$ cat config.mk
export PLATFORM = sky130hd
export DESIGN_NAME = tuning_word_and_band_filter_select
export DESIGN_NICKNAME = d
export VERILOG_FILES = /design/src/twbfs_pkg.sv /design/src/twbfs_filter_sel.sv /design/src/twbfs_phase_lane.sv /design/src/tuning_word_and_band_filter_select.sv
export SDC_FILE = /design/constraint.sdc
export NUM_CORES = 2
export LEC_CHECK = 0
export ABC_AREA = 1
export BUFFER_PORTS_ARGS = -buffer_cell sky130_fd_sc_hd__buf_2
export CORE_ASPECT_RATIO = 2
export CORE_MARGIN = 2
export CORE_UTILIZATION = 25
export DETAILED_ROUTE_END_ITERATION = 6
export SLEW_MARGIN = 25
export SYNTH_ARGS = -nofsm -noshare
export SYNTH_HDL_FRONTEND = slang
export SYNTH_SLANG_ARGS = --single-unit
$ cat constraint.sdc
create_clock -name clk -period 9.5 [get_ports clk]
set_input_delay 0.475 -clock clk [delete_from_list [all_inputs] [get_ports clk]]
set_output_delay 0.475 -clock clk [all_outputs]
set_load 0.05 [all_outputs]
$ cat src/twbfs_pkg.sv
`timescale 1ns / 1ps

package twbfs_pkg;

    localparam int unsigned FREQ_IN_W  = 27;
    localparam int unsigned OFFSET_W   = 18;
    localparam int unsigned FREQ_W     = 28;
    localparam int unsigned WORD_W     = 32;
    localparam int unsigned ATTEN_W    = 5;
    localparam int unsigned ANT_W      = 3;
    localparam int unsigned CFG_IDX_W  = 4;
    localparam int unsigned CFG_DATA_W = 18;

    localparam logic [63:0] CLOCK_HZ = 64'd122880000;

    // Reciprocal of the sample clock: M = floor(2^(32+S) / CLOCK_HZ), S fraction bits.
    // Since f < 2^S the estimate is low by at most one.
    localparam int unsigned RECIP_SHIFT = FREQ_W;
    localparam logic [63:0] PHASE_RECIP = (64'd1 << (32 + RECIP_SHIFT)) / CLOCK_HZ;
    localparam int unsigned RECIP_LO_W  = 20;
    localparam int unsigned RECIP_HI_W  = 21;
    localparam int unsigned QEST_W      = RECIP_LO_W + RECIP_HI_W;
    localparam int unsigned PLO_W       = FREQ_W + RECIP_LO_W;
    localparam int unsigned PHI_W       = FREQ_W + RECIP_HI_W;
    localparam int unsigned SUM_W       = FREQ_W + QEST_W;

    localparam logic [RECIP_LO_W-1:0] RECIP_LO = PHASE_RECIP[RECIP_LO_W-1:0];
    localparam logic [RECIP_HI_W-1:0] RECIP_HI =
        PHASE_RECIP[RECIP_LO_W+RECIP_HI_W-1:RECIP_LO_W];
    localparam logic [SUM_W-1:0] ROUND_HALF = SUM_W'(1) << (RECIP_SHIFT - 1);

    localparam logic [WORD_W-1:0] CLK_W32  = CLOCK_HZ[WORD_W-1:0];
    localparam logic [63:0]       CLK_X2   = CLOCK_HZ * 64'd2;
    localparam logic [WORD_W-1:0] CLK2_W32 = CLK_X2[WORD_W-1:0];

    // Register map
    localparam logic [CFG_IDX_W-1:0] CFG_FREQ_OFFSET = 4'd0;
    localparam logic [CFG_IDX_W-1:0] CFG_ANTENNA     = 4'd1;
    localparam logic [CFG_IDX_W-1:0] CFG_NEW_PA      = 4'd2;
    localparam logic [CFG_IDX_W-1:0] CFG_ATTEN       = 4'd3;

    // Antenna codes
    localparam logic [ANT_W-1:0] ANT_1   = 3'd0;
    localparam logic [ANT_W-1:0] ANT_2   = 3'd1;
    localparam logic [ANT_W-1:0] ANT_3   = 3'd2;
    localparam logic [ANT_W-1:0] ANT_EX1 = 3'd3;
    localparam logic [ANT_W-1:0] ANT_EX2 = 3'd4;
    localparam logic [ANT_W-1:0] ANT_XVT = 3'd5;

    // High-pass thresholds and bits
    localparam logic [FREQ_IN_W-1:0] HPF_T0 = 27'd1800000;
    localparam logic [FREQ_IN_W-1:0] HPF_T1 = 27'd6500000;
    localparam logic [FREQ_IN_W-1:0] HPF_T2 = 27'd9500000;
    localparam logic [FREQ_IN_W-1:0] HPF_T3 = 27'd13000000;
    localparam logic [FREQ_IN_W-1:0] HPF_T4 = 27'd20000000;
    localparam logic [FREQ_IN_W-1:0] HPF_T5 = 27'd50000000;

    localparam logic [WORD_W-1:0] HPF_BYP   = 32'h0000_1000;
    localparam logic [WORD_W-1:0] HPF_1M5   = 32'h0000_0040;
    localparam logic [WORD_W-1:0] HPF_6M5   = 32'h0000_0020;
    localparam logic [WORD_W-1:0] HPF_9M5   = 32'h0000_0010;
    localparam logic [WORD_W-1:0] HPF_13M   = 32'h0000_0002;
    localparam logic [WORD_W-1:0] HPF_20M   = 32'h0000_0004;
    localparam logic [WORD_W-1:0] HPF_PRE   = 32'h0000_0008;

    // Low-pass thresholds and bits
    localparam logic [FREQ_IN_W-1:0] LPF_RXONLY_HZ = 27'd40000000;
    localparam logic [FREQ_IN_W-1:0] LPF_T0 = 27'd35600000;
    localparam logic [FREQ_IN_W-1:0] LPF_T1 = 27'd24000000;
    localparam logic [FREQ_IN_W-1:0] LPF_T2 = 27'd16500000;
    localparam logic [FREQ_IN_W-1:0] LPF_T3 = 27'd8000000;
    localparam logic [FREQ_IN_W-1:0] LPF_T4 = 27'd5000000;
    localparam logic [FREQ_IN_W-1:0] LPF_T5 = 27'd2500000;

    localparam logic [WORD_W-1:0] LPF_6M    = 32'h2000_0000;
    localparam logic [WORD_W-1:0] LPF_10M   = 32'h4000_0000;
    localparam logic [WORD_W-1:0] LPF_15M   = 32'h8000_0000;
    localparam logic [WORD_W-1:0] LPF_20M   = 32'h0010_0000;
    localparam logic [WORD_W-1:0] LPF_40M   = 32'h0020_0000;
    localparam logic [WORD_W-1:0] LPF_80M   = 32'h0040_0000;
    localparam logic [WORD_W-1:0] LPF_160M  = 32'h0080_0000;

    // Antenna routing bits
    localparam logic [WORD_W-1:0] RT_ANT1   = 32'h0100_0000;
    localparam logic [WORD_W-1:0] RT_ANT2   = 32'h0200_0000;
    localparam logic [WORD_W-1:0] RT_ANT3   = 32'h0400_0000;
    localparam logic [WORD_W-1:0] RT_EX1    = 32'h0000_0200;
    localparam logic [WORD_W-1:0] RT_EX2    = 32'h0000_0400;
    localparam logic [WORD_W-1:0] RT_XVT    = 32'h0000_0100;
    localparam logic [WORD_W-1:0] RT_BYPASS = 32'h0000_0800;

    typedef struct packed {
        logic st2;
        logic st3;
        logic st4;
    } lane_en_t;

    typedef struct packed {
        logic [WORD_W-1:0] rx;
        logic [WORD_W-1:0] tx;
    } filter_words_t;

    typedef struct packed {
        logic [WORD_W-1:0]  seq;
        filter_words_t      words;
        logic [ATTEN_W-1:0] atten;
    } item_meta_t;

endpackage

$ cat src/twbfs_filter_sel.sv
`timescale 1ns / 1ps

module twbfs_filter_sel
(
    input  logic [twbfs_pkg::FREQ_IN_W-1:0] freq_hz,
    input  logic [twbfs_pkg::ANT_W-1:0]     antenna,
    input  logic                            new_pa,
    output twbfs_pkg::filter_words_t        words
);
    import twbfs_pkg::*;

    logic                 main_ant;
    logic [FREQ_IN_W-1:0] lpf_freq;
    logic [WORD_W-1:0]    hpf_bits;
    logic [WORD_W-1:0]    lpf_bits;
    logic [WORD_W-1:0]    route_bits;

    assign main_ant = (antenna == ANT_1) || (antenna == ANT_2) || (antenna == ANT_3);
    assign lpf_freq = main_ant ? freq_hz : LPF_RXONLY_HZ;

    always_comb
    begin
        priority if (freq_hz < HPF_T0) hpf_bits = HPF_BYP;
        else if (freq_hz < HPF_T1)     hpf_bits = HPF_1M5;
        else if (freq_hz < HPF_T2)     hpf_bits = HPF_6M5;
        else if (freq_hz < HPF_T3)     hpf_bits = HPF_9M5;
        else if (freq_hz < HPF_T4)     hpf_bits = HPF_13M;
        else if (freq_hz < HPF_T5)     hpf_bits = HPF_20M;
        else                           hpf_bits = HPF_PRE;
    end

    always_comb
    begin
        priority if (lpf_freq > LPF_T0) lpf_bits = LPF_6M;
        else if (lpf_freq > LPF_T1)     lpf_bits = LPF_10M;
        else if (lpf_freq > LPF_T2)     lpf_bits = LPF_15M;
        else if (lpf_freq > LPF_T3)     lpf_bits = LPF_20M;
        else if (lpf_freq > LPF_T4)     lpf_bits = LPF_40M;
        else if (lpf_freq > LPF_T5)     lpf_bits = LPF_80M;
        else                            lpf_bits = LPF_160M;
    end

    // codes 6 and 7 behave as receive-only inputs with no extra routing bit beyond RT_ANT1 and RT_BYPASS
    always_comb
    begin
        unique case (antenna)
            ANT_2:   route_bits = RT_ANT2;
            ANT_3:   route_bits = RT_ANT3;
            ANT_EX1: route_bits = RT_ANT1 | RT_EX1;
            ANT_EX2: route_bits = RT_ANT1 | RT_EX2;
            ANT_XVT: route_bits = RT_ANT1 | RT_XVT;
            default: route_bits = RT_ANT1;
        endcase
        if (!main_ant && !new_pa)
        begin
            route_bits = route_bits | RT_BYPASS;
        end
    end

    assign words.rx = hpf_bits | lpf_bits | route_bits;
    assign words.tx = lpf_bits | RT_ANT1;

endmodule

$ cat src/twbfs_phase_lane.sv
`timescale 1ns / 1ps

module twbfs_phase_lane
(
    input  logic                         clk,
    input  twbfs_pkg::lane_en_t          en,
    input  logic [twbfs_pkg::FREQ_W-1:0] freq,
    output logic [twbfs_pkg::WORD_W-1:0] phase_inc
);
    import twbfs_pkg::*;

    logic [PLO_W-1:0]  plo_reg;
    logic [PHI_W-1:0]  phi_reg;
    logic [SUM_W-1:0]  sum_next;
    logic [QEST_W-1:0] qest_reg;
    logic [QEST_W-1:0] qfin_reg;
    logic [WORD_W-1:0] rem_next;
    logic [WORD_W-1:0] rem_reg;
    logic [WORD_W:0]   q_inc;

    // estimate = floor(f*M / 2^S + 1/2), low by at most one
    assign sum_next = SUM_W'(plo_reg) + (SUM_W'(phi_reg) << RECIP_LO_W) + ROUND_HALF;

    // remainder of 2^33 f + CLOCK_HZ - 2 CLOCK_HZ q, taken modulo 2^32
    assign rem_next = CLK_W32 - (qest_reg[WORD_W-1:0] * CLK2_W32);

    always_ff @(posedge clk)
    begin
        if (en.st2)
        begin
            plo_reg <= PLO_W'(freq) * PLO_W'(RECIP_LO);
            phi_reg <= PHI_W'(freq) * PHI_W'(RECIP_HI);
        end
        if (en.st3)
        begin
            qest_reg <= sum_next[SUM_W-1:RECIP_SHIFT];
        end
        if (en.st4)
        begin
            qfin_reg <= qest_reg;
            rem_reg  <= rem_next;
        end
    end

    assign q_inc = {1'b0, qfin_reg[WORD_W-1:0]} + (WORD_W+1)'(1);

    always_comb
    begin
        priority if (qfin_reg[QEST_W-1:WORD_W] != '0) phase_inc = '1;
        else if (rem_reg >= CLK2_W32)
        begin
            phase_inc = q_inc[WORD_W] ? '1 : q_inc[WORD_W-1:0];
        end
        else phase_inc = qfin_reg[WORD_W-1:0];
    end

endmodule

$ cat src/tuning_word_and_band_filter_select.sv
`timescale 1ns / 1ps

// Tuning word and band filter select.
// Input channel (in_valid/in_ready) carries two tuning frequencies in Hz; each
// transaction yields exactly one result on the output channel (out_valid/out_ready):
// sequence number, two NCO phase increments, receive and transmit filter words and
// the attenuator setting.
// Configuration channel (cfg_valid/cfg_ready) writes offset, antenna, PA board
// and attenuator by cfg_index; cfg_ready is always high.
// The two frequencies run through two identical phase lanes (reciprocal
// multiply split in two partial products, sum, remainder check, rounding fix);
// results merge with the filter words in the output register.
// Pipeline: input register, partial products, estimate, remainder, output register.
// Throughput: one transaction per cycle unless out_ready stalls the five-stage
// pipeline. Stalls on out_ready hold the output register and fill empty stages
// upstream before in_ready drops.
// Reset clears the registers to offset 0, antenna 1, new PA board, 0 dB, the
// sequence count to 0 and empties the pipeline.

module tuning_word_and_band_filter_select
(
    input  logic                              clk,
    input  logic                              rst_n,
    input  logic                              in_valid,
    output logic                              in_ready,
    input  logic [twbfs_pkg::FREQ_IN_W-1:0]   freq_a_hz,
    input  logic [twbfs_pkg::FREQ_IN_W-1:0]   freq_b_hz,
    output logic                              out_valid,
    input  logic                              out_ready,
    output logic [twbfs_pkg::WORD_W-1:0]      seq_number,
    output logic [twbfs_pkg::WORD_W-1:0]      phase_inc_a,
    output logic [twbfs_pkg::WORD_W-1:0]      phase_inc_b,
    output logic [twbfs_pkg::WORD_W-1:0]      filter_word_rx,
    output logic [twbfs_pkg::WORD_W-1:0]      filter_word_tx,
    output logic [twbfs_pkg::ATTEN_W-1:0]     atten_out,
    input  logic                              cfg_valid,
    output logic                              cfg_ready,
    input  logic [twbfs_pkg::CFG_IDX_W-1:0]   cfg_index,
    input  logic [twbfs_pkg::CFG_DATA_W-1:0]  cfg_data
);
    import twbfs_pkg::*;

    logic [OFFSET_W-1:0] offset_reg;
    logic [ANT_W-1:0]    antenna_reg;
    logic                new_pa_reg;
    logic [ATTEN_W-1:0]  atten_reg;
    logic [WORD_W-1:0]   seq_reg;

    logic v1_reg, v2_reg, v3_reg, v4_reg, out_valid_reg;
    logic en1, en2, en3, en4, en_out;
    lane_en_t lane_en;

    logic [FREQ_W-1:0] fa_reg, fb_reg;
    logic [FREQ_W-1:0] fa_next, fb_next;
    item_meta_t        meta1_reg, meta2_reg, meta3_reg, meta4_reg;
    item_meta_t        meta_out_reg;
    filter_words_t     words_next;
    logic [WORD_W-1:0] pa_lane, pb_lane;
    logic [WORD_W-1:0] pa_reg, pb_reg;

    logic signed [FREQ_W:0] sum_a, sum_b;

    assign cfg_ready = 1'b1;

    // stall chain: a stage loads when empty or when the next one loads
    assign en_out   = !out_valid_reg || out_ready;
    assign en4      = !v4_reg || en_out;
    assign en3      = !v3_reg || en4;
    assign en2      = !v2_reg || en3;
    assign en1      = !v1_reg || en2;
    assign in_ready = en1;

    assign lane_en.st2 = en2;
    assign lane_en.st3 = en3;
    assign lane_en.st4 = en4;

    // offset added, negative sums clamped to zero
    assign sum_a   = $signed({2'b00, freq_a_hz}) + (FREQ_W+1)'($signed(offset_reg));
    assign sum_b   = $signed({2'b00, freq_b_hz}) + (FREQ_W+1)'($signed(offset_reg));
    assign fa_next = sum_a[FREQ_W] ? '0 : sum_a[FREQ_W-1:0];
    assign fb_next = sum_b[FREQ_W] ? '0 : sum_b[FREQ_W-1:0];

    twbfs_filter_sel u_filter
    (
        .freq_hz (freq_a_hz),
        .antenna (antenna_reg),
        .new_pa  (new_pa_reg),
        .words   (words_next)
    );

    twbfs_phase_lane u_lane_a
    (
        .clk       (clk),
        .en        (lane_en),
        .freq      (fa_reg),
        .phase_inc (pa_lane)
    );

    twbfs_phase_lane u_lane_b
    (
        .clk       (clk),
        .en        (lane_en),
        .freq      (fb_reg),
        .phase_inc (pb_lane)
    );

    always_ff @(posedge clk or negedge rst_n)
    begin
        if (!rst_n)
        begin
            offset_reg    <= '0;
            antenna_reg   <= ANT_1;
            new_pa_reg    <= 1'b1;
            atten_reg     <= '0;
            seq_reg       <= '0;
            v1_reg        <= 1'b0;
            v2_reg        <= 1'b0;
            v3_reg        <= 1'b0;
            v4_reg        <= 1'b0;
            out_valid_reg <= 1'b0;
        end
        else
        begin
            if (cfg_valid)
            begin
                unique case (cfg_index)
                    CFG_FREQ_OFFSET: offset_reg  <= cfg_data;
                    CFG_ANTENNA:     antenna_reg <= cfg_data[ANT_W-1:0];
                    CFG_NEW_PA:      new_pa_reg  <= cfg_data[0];
                    CFG_ATTEN:       atten_reg   <= cfg_data[ATTEN_W-1:0];
                    default:         ;
                endcase
            end
            if (in_valid && en1)
            begin
                seq_reg <= seq_reg + WORD_W'(1);
            end
            if (en1)    v1_reg        <= in_valid;
            if (en2)    v2_reg        <= v1_reg;
            if (en3)    v3_reg        <= v2_reg;
            if (en4)    v4_reg        <= v3_reg;
            if (en_out) out_valid_reg <= v4_reg;
        end
    end

    always_ff @(posedge clk)
    begin
        if (en1)
        begin
            fa_reg          <= fa_next;
            fb_reg          <= fb_next;
            meta1_reg.seq   <= seq_reg;
            meta1_reg.words <= words_next;
            meta1_reg.atten <= atten_reg;
        end
        if (en2)    meta2_reg <= meta1_reg;
        if (en3)    meta3_reg <= meta2_reg;
        if (en4)    meta4_reg <= meta3_reg;
        if (en_out)
        begin
            meta_out_reg <= meta4_reg;
            pa_reg       <= pa_lane;
            pb_reg       <= pb_lane;
        end
    end

    assign out_valid      = out_valid_reg;
    assign seq_number     = meta_out_reg.seq;
    assign phase_inc_a    = pa_reg;
    assign phase_inc_b    = pb_reg;
    assign filter_word_rx = meta_out_reg.words.rx;
    assign filter_word_tx = meta_out_reg.words.tx;
    assign atten_out      = meta_out_reg.atten;

endmodule
# Word-level counts from Yosys, hierarchy flattened
# Cells that the tools add are included.
# classes
add_sub_neg,11
multipliers,6
order_cmp,14
eq_ne,8
n_mux,19
bitwise,2
n_reduce_logical,24
# op_table
operator,n
32-bit two-way mux,14
"69-bit by 28-bit adder with 69-bit output, second input constant",2
27-bit case mux with 5 select lines,1
48-bit by 62-bit adder with 63-bit output,2
"28-bit by 20-bit multiplier with 48-bit output, second input constant",2
"28-bit by 14-bit multiplier with 42-bit output, second input constant",2
"32-bit by 1-bit adder with 33-bit output, second input constant",2
"32-bit by 28-bit greater-or-equal comparator with 1-bit output, second input constant",2
"32-bit by 11-bit multiplier with 15-bit output, second input constant",2
"27-bit by 32-bit subtractor with 32-bit output, first input constant",2
28-bit by 18-bit adder with 29-bit output,2
"27-bit by 23-bit > comparator with 1-bit output, second input constant",2
"27-bit by 24-bit less-than comparator with 1-bit output, second input constant",2
"32-bit by 1-bit adder with 32-bit output, second input constant",1
32-bit by 27-bit bitwise OR with 32-bit output,1
32-bit bitwise OR,1
"27-bit by 22-bit > comparator with 1-bit output, second input constant",1
"27-bit by 24-bit > comparator with 1-bit output, second input constant",1
"27-bit by 25-bit > comparator with 1-bit output, second input constant",1
"27-bit by 26-bit > comparator with 1-bit output, second input constant",1
"27-bit by 21-bit less-than comparator with 1-bit output, second input constant",1
"27-bit by 23-bit less-than comparator with 1-bit output, second input constant",1
"27-bit by 25-bit less-than comparator with 1-bit output, second input constant",1
"27-bit by 26-bit less-than comparator with 1-bit output, second input constant",1
other kinds (16),36
# totals
ff_bits,1092
input_bits,81
out_inout_bits,168
word_cells,128

# Depth between registers and ports, before layout
# logic_depth
word_depth,13
ltp_mapped,27

# Cells and area by module
# Synthesis repeated with hierarchy kept, for this count alone.
# hier_totals
cells_unflattened,9610
hier_area_um2,89861.2
# modules_own_cells
module,n_inst,cells_each,area_per_inst_um2,seq_area_each_um2
twbfs_phase_lane at u_lane_a,1,3611,30506.8,4654.5
twbfs_phase_lane at u_lane_b,1,3616,30345.4,4654.5
tuning_word_and_band_filter_select,1,1995,27005.9,20370.8
twbfs_filter_sel,1,388,2003.2,0.0

# Worst setup path before layout
# Ideal clock, no wire load.
# synth_timing
path_type,register -> register
start,register out_valid_reg (netlist: out_valid)
end,register seq_reg[29]
setup_time_ps,80
arrival_time_ps,9395
required_time_ps,9420
slack_ps,25
stages_incl_launch_ff,14
n_path_buf,0
synth_period_minus_slack_ps,9475
path_cell_list,dfrtp_1 -> nand4_1 -> nor2_2 -> nand2_1 -> nand2_4 -> nor2_1 -> nand3_1 -> nor2_1 -> nand2_1 -> nor2_2 -> nand2_1 -> inv_1 -> nand3_1 -> xnor2_1
# synth_via
elab_chain_cells,7
# synth_lines
item,line_no,rtl
start: declaration,tuning_word_and_band_filter_select.sv:49,"logic v1_reg, v2_reg, v3_reg, v4_reg, out_valid_reg;"
start signal: assignment,tuning_word_and_band_filter_select.sv:142,if (en_out) out_valid_reg <= v4_reg;
1-bit zero test,tuning_word_and_band_filter_select.sv:66,assign en_out = !out_valid_reg || out_ready;
1-bit logical OR,tuning_word_and_band_filter_select.sv:66,
1-bit logical OR,tuning_word_and_band_filter_select.sv:67,assign en4 = !v4_reg || en_out;
1-bit logical OR,tuning_word_and_band_filter_select.sv:68,assign en3 = !v3_reg || en4;
named net en3,tuning_word_and_band_filter_select.sv:50,"logic en1, en2, en3, en4, en_out;"
1-bit logical OR,tuning_word_and_band_filter_select.sv:69,assign en2 = !v2_reg || en3;
1-bit logical OR,tuning_word_and_band_filter_select.sv:70,assign en1 = !v1_reg || en2;
named net in_ready,tuning_word_and_band_filter_select.sv:25,"output logic in_ready,"
1-bit logical AND,tuning_word_and_band_filter_select.sv:134,if (in_valid && en1)
end signal: assignment,tuning_word_and_band_filter_select.sv:136,seq_reg <= seq_reg + WORD_W'(1);
end: declaration,tuning_word_and_band_filter_select.sv:47,logic [WORD_W-1:0] seq_reg;
# The timed path passes the listed nets, and every way through them passes these cells.
# A chain may end at the register's enable or synchronous reset.

# Worst setup path after layout
# layout_timing
start,register fa_reg[2]
end,"register u_lane_a.plo_reg[35], data pin"
# layout_via
elab_chain_cells,1
# layout_lines
item,line_no,rtl
start: declaration,tuning_word_and_band_filter_select.sv:53,"logic [FREQ_W-1:0] fa_reg, fb_reg;"
start signal: assignment,tuning_word_and_band_filter_select.sv:150,fa_reg <= fa_next;
28-bit by 20-bit multiplier with 48-bit output,twbfs_phase_lane.sv:31,plo_reg <= PLO_W'(freq) * PLO_W'(RECIP_LO);
end signal: assignment,twbfs_phase_lane.sv:31,
end: declaration,twbfs_phase_lane.sv:12,logic [PLO_W-1:0] plo_reg;
# Every way passes these cells.

==> metrics <==
WL/cell 19.8 um; WP data arrival 7510 ps; NumNets Final 10,891; Final HPWL DP 227 mm; clock-pin transition on the worst setup and hold timing paths 60 ps; Yosys warnings 0; async set-reset flop share out of synthesis 0.0812; initial antenna violation count 16; main area contributors after synthesis edfxtp_1 27%, fa_1 20%, ha_1 16%, inv_1 9.2%, nand2_1 6.9%; syn avg cell area 9.23 sq um; Synth area leader edfxtp_1; Longest Clk Path Bufs 3; Hold Path Class input port to flip-flop; post-synth top area share 0.272; commonest non-fill, non-tap cell in the layout inv_1; Worst-Margin Slew 977 ps; Post-DRT Antenna Nets 0; starting density of the core 0.251; Cells after Synth 8,656; largest net degree at the start of global routing 118; DR iter-0 viols 2,686; clk_skew 59.4 ps; dpl cell area 0.0864 sq mm; RSZ-0062 raised after global routing no; cts bufs inserted 84; Area Growth Syn to Fin 12.1%; GRT Total Usage 0.160; IO Pins 249; CTS Sinks 788; sequential area share after synthesis 0.292; DRT Pass-1 Iters 5; run status finished, final reports clean; Total Wirelength 262 mm; row count 293; fin area 0.0896 sq mm; most frequent cells in the layout 1,959 x inv_1, 1,457 x nand2_1, 993 x ha_1; Min Clock Period, post-route 7080 ps; final setup vio count 0; Core Region 0.318 sq mm; f_max 141 MHz; Die H 804 um; global-route wire length before repair 387 mm; chip width 404 um; CTS H-tree lvls 3; Critical Path RT 9930 ps; routability cong. 1.00; Post-synth top flop edfxtp_1; final cycle utilization of the critical path 0.745; GR Overflow Total 0; setup TNS 0 ps; fin util 0.282; CP Capture Type flip-flop; Slew Limit Fails 0; layout cell share with drive strength beyond 1 0.0619; Post-synth EDFFs 724; max cap viols 0; Synth cell types 64; Root Buffer clkbuf_16; Rel. slew slack 0.348; vias per inst 4.48; CP Class flip-flop to flip-flop; setup bufs post-CTS 0; Mapped Area 0.0799 sq mm; post_cts resized 0; final hold violations 0; Die ar. 0.325 sq mm; worst-path fanout max 14; Worst setup SP type flip-flop; Buffers on Ports 211; via count 59,195; Clk Latency, worst-skew pair 740 ps; drt drc 0; vias in the first global route 64,006; TritonCTS clock tree done; register bit total from synthesis 788
## synth_stat cells, types with 28 or more instances
| cell | count |
|---|---|
| xnor2_1 | 121 |
| o211ai_1 | 42 |
| a21oi_1 | 371 |
| o21ai_0 | 258 |
| a31oi_1 | 35 |
| nor2_2 | 36 |
| nand4_1 | 102 |
| ha_1 | 993 |
| nand2_2 | 28 |
| dfrtp_1 | 63 |
| xor2_1 | 235 |
| nor2_1 | 614 |
| nand3_1 | 309 |
| a21o_1 | 29 |
| edfxtp_1 | 724 |
| nor3_1 | 125 |
| inv_1 | 1960 |
| fa_1 | 812 |
| buf_4 | 44 |
| nor4_1 | 49 |
| nand2_1 | 1459 |
## cell families after synthesis
kind of cell               count (synthesis)  synth area share
buffers and inverters                   2032            0.0978
xor gates and xnor gates                 361            0.0400
and+or+nand+nor                         2805             0.149
muxes                                     13           0.00183
adders and majority gates               1805             0.359
other                                      2         0.0000940
AOI/OAI and AO/OA                        850            0.0602
DFF                                      788             0.292
## through the flow
| stage | setup WS, ps | cells | hold WS (ps) |
|---|---|---|---|
| 6_report | 2420 | 13208 | 73.1 |
| 5_1_grt | 2060 | 13207 | 54.1 |
| 4_1_cts | 2390 | 13206 | 12.4 |
| 3_5_place_dp | 2380 | 13032 | 339 |
| 3_3_place_gp | 2370 | 13032 | 342 |
| 2_1_floorplan | 25.0 | 8693 | 179 |
## area by class of cell
| class | count | area [sq um] |
|---|---|---|
| fill | 33936 | 229000 |
| timing repair buffer | 290 | 1720 |
| tap | 4130 | 5170 |
| inverter | 1968 | 7390 |
| clock inverter | 58 | 753 |
| sequential | 788 | 23300 |
| antenna | 2 | 5.00 |
| multi-input combinational | 5873 | 48900 |
| clock buffer | 99 | 2260 |
## what timing repair did
action                     in CTS  in global routing
hold buffers                   17                  0
setup endpoints to repair       0                  0
hold endpoints to repair       27                  0
## path summary, 6_finish.rpt
path / start / end / slack (ps) / depth (start not counted)
setup / recovery: fa_reg[2] / u_lane_a.plo_reg[35] / 2420 / 22
hold / removal: in_valid / v1_reg / 70 / 3
setup reg to reg: fa_reg[2] / u_lane_a.plo_reg[35] / 2420 / 22
hold reg to reg: meta4_reg[81] / seq_number[12] / 390 / 0
max in group asynchronous: rst_n / offset_reg[17] / 8200 / 3
min in group asynchronous: rst_n / out_valid / 130 / 2
## routing by layer
layer  share of wire  GRT usage
met1            0.33      0.149
met2            0.54      0.312
met3           0.030     0.0170
met4           0.096      0.129
met5        0.000061          0
## worst max-delay path, stage by stage, from the launching register on
cell and delay [ps]:
edfxtp_1 880, ha_1 410, nand2_1 230, inv_1 260, or2_2 360, fa_1 500, fa_1 520, fa_1 520
fa_1 550, inv_1 60, fa_1 490, inv_1 40, ha_1 360, nand2_1 130, nor2_1 200, inv_1 80
nor2_1 130, inv_1 70, nor4_1 270, a21oi_1 170, o21ai_1 290, a21oi_1 140, xnor2_1 150
Power is left out: the tool's default activity adds up to more than one toggle a clock period on the data nets, which glitch-free logic cannot reach.
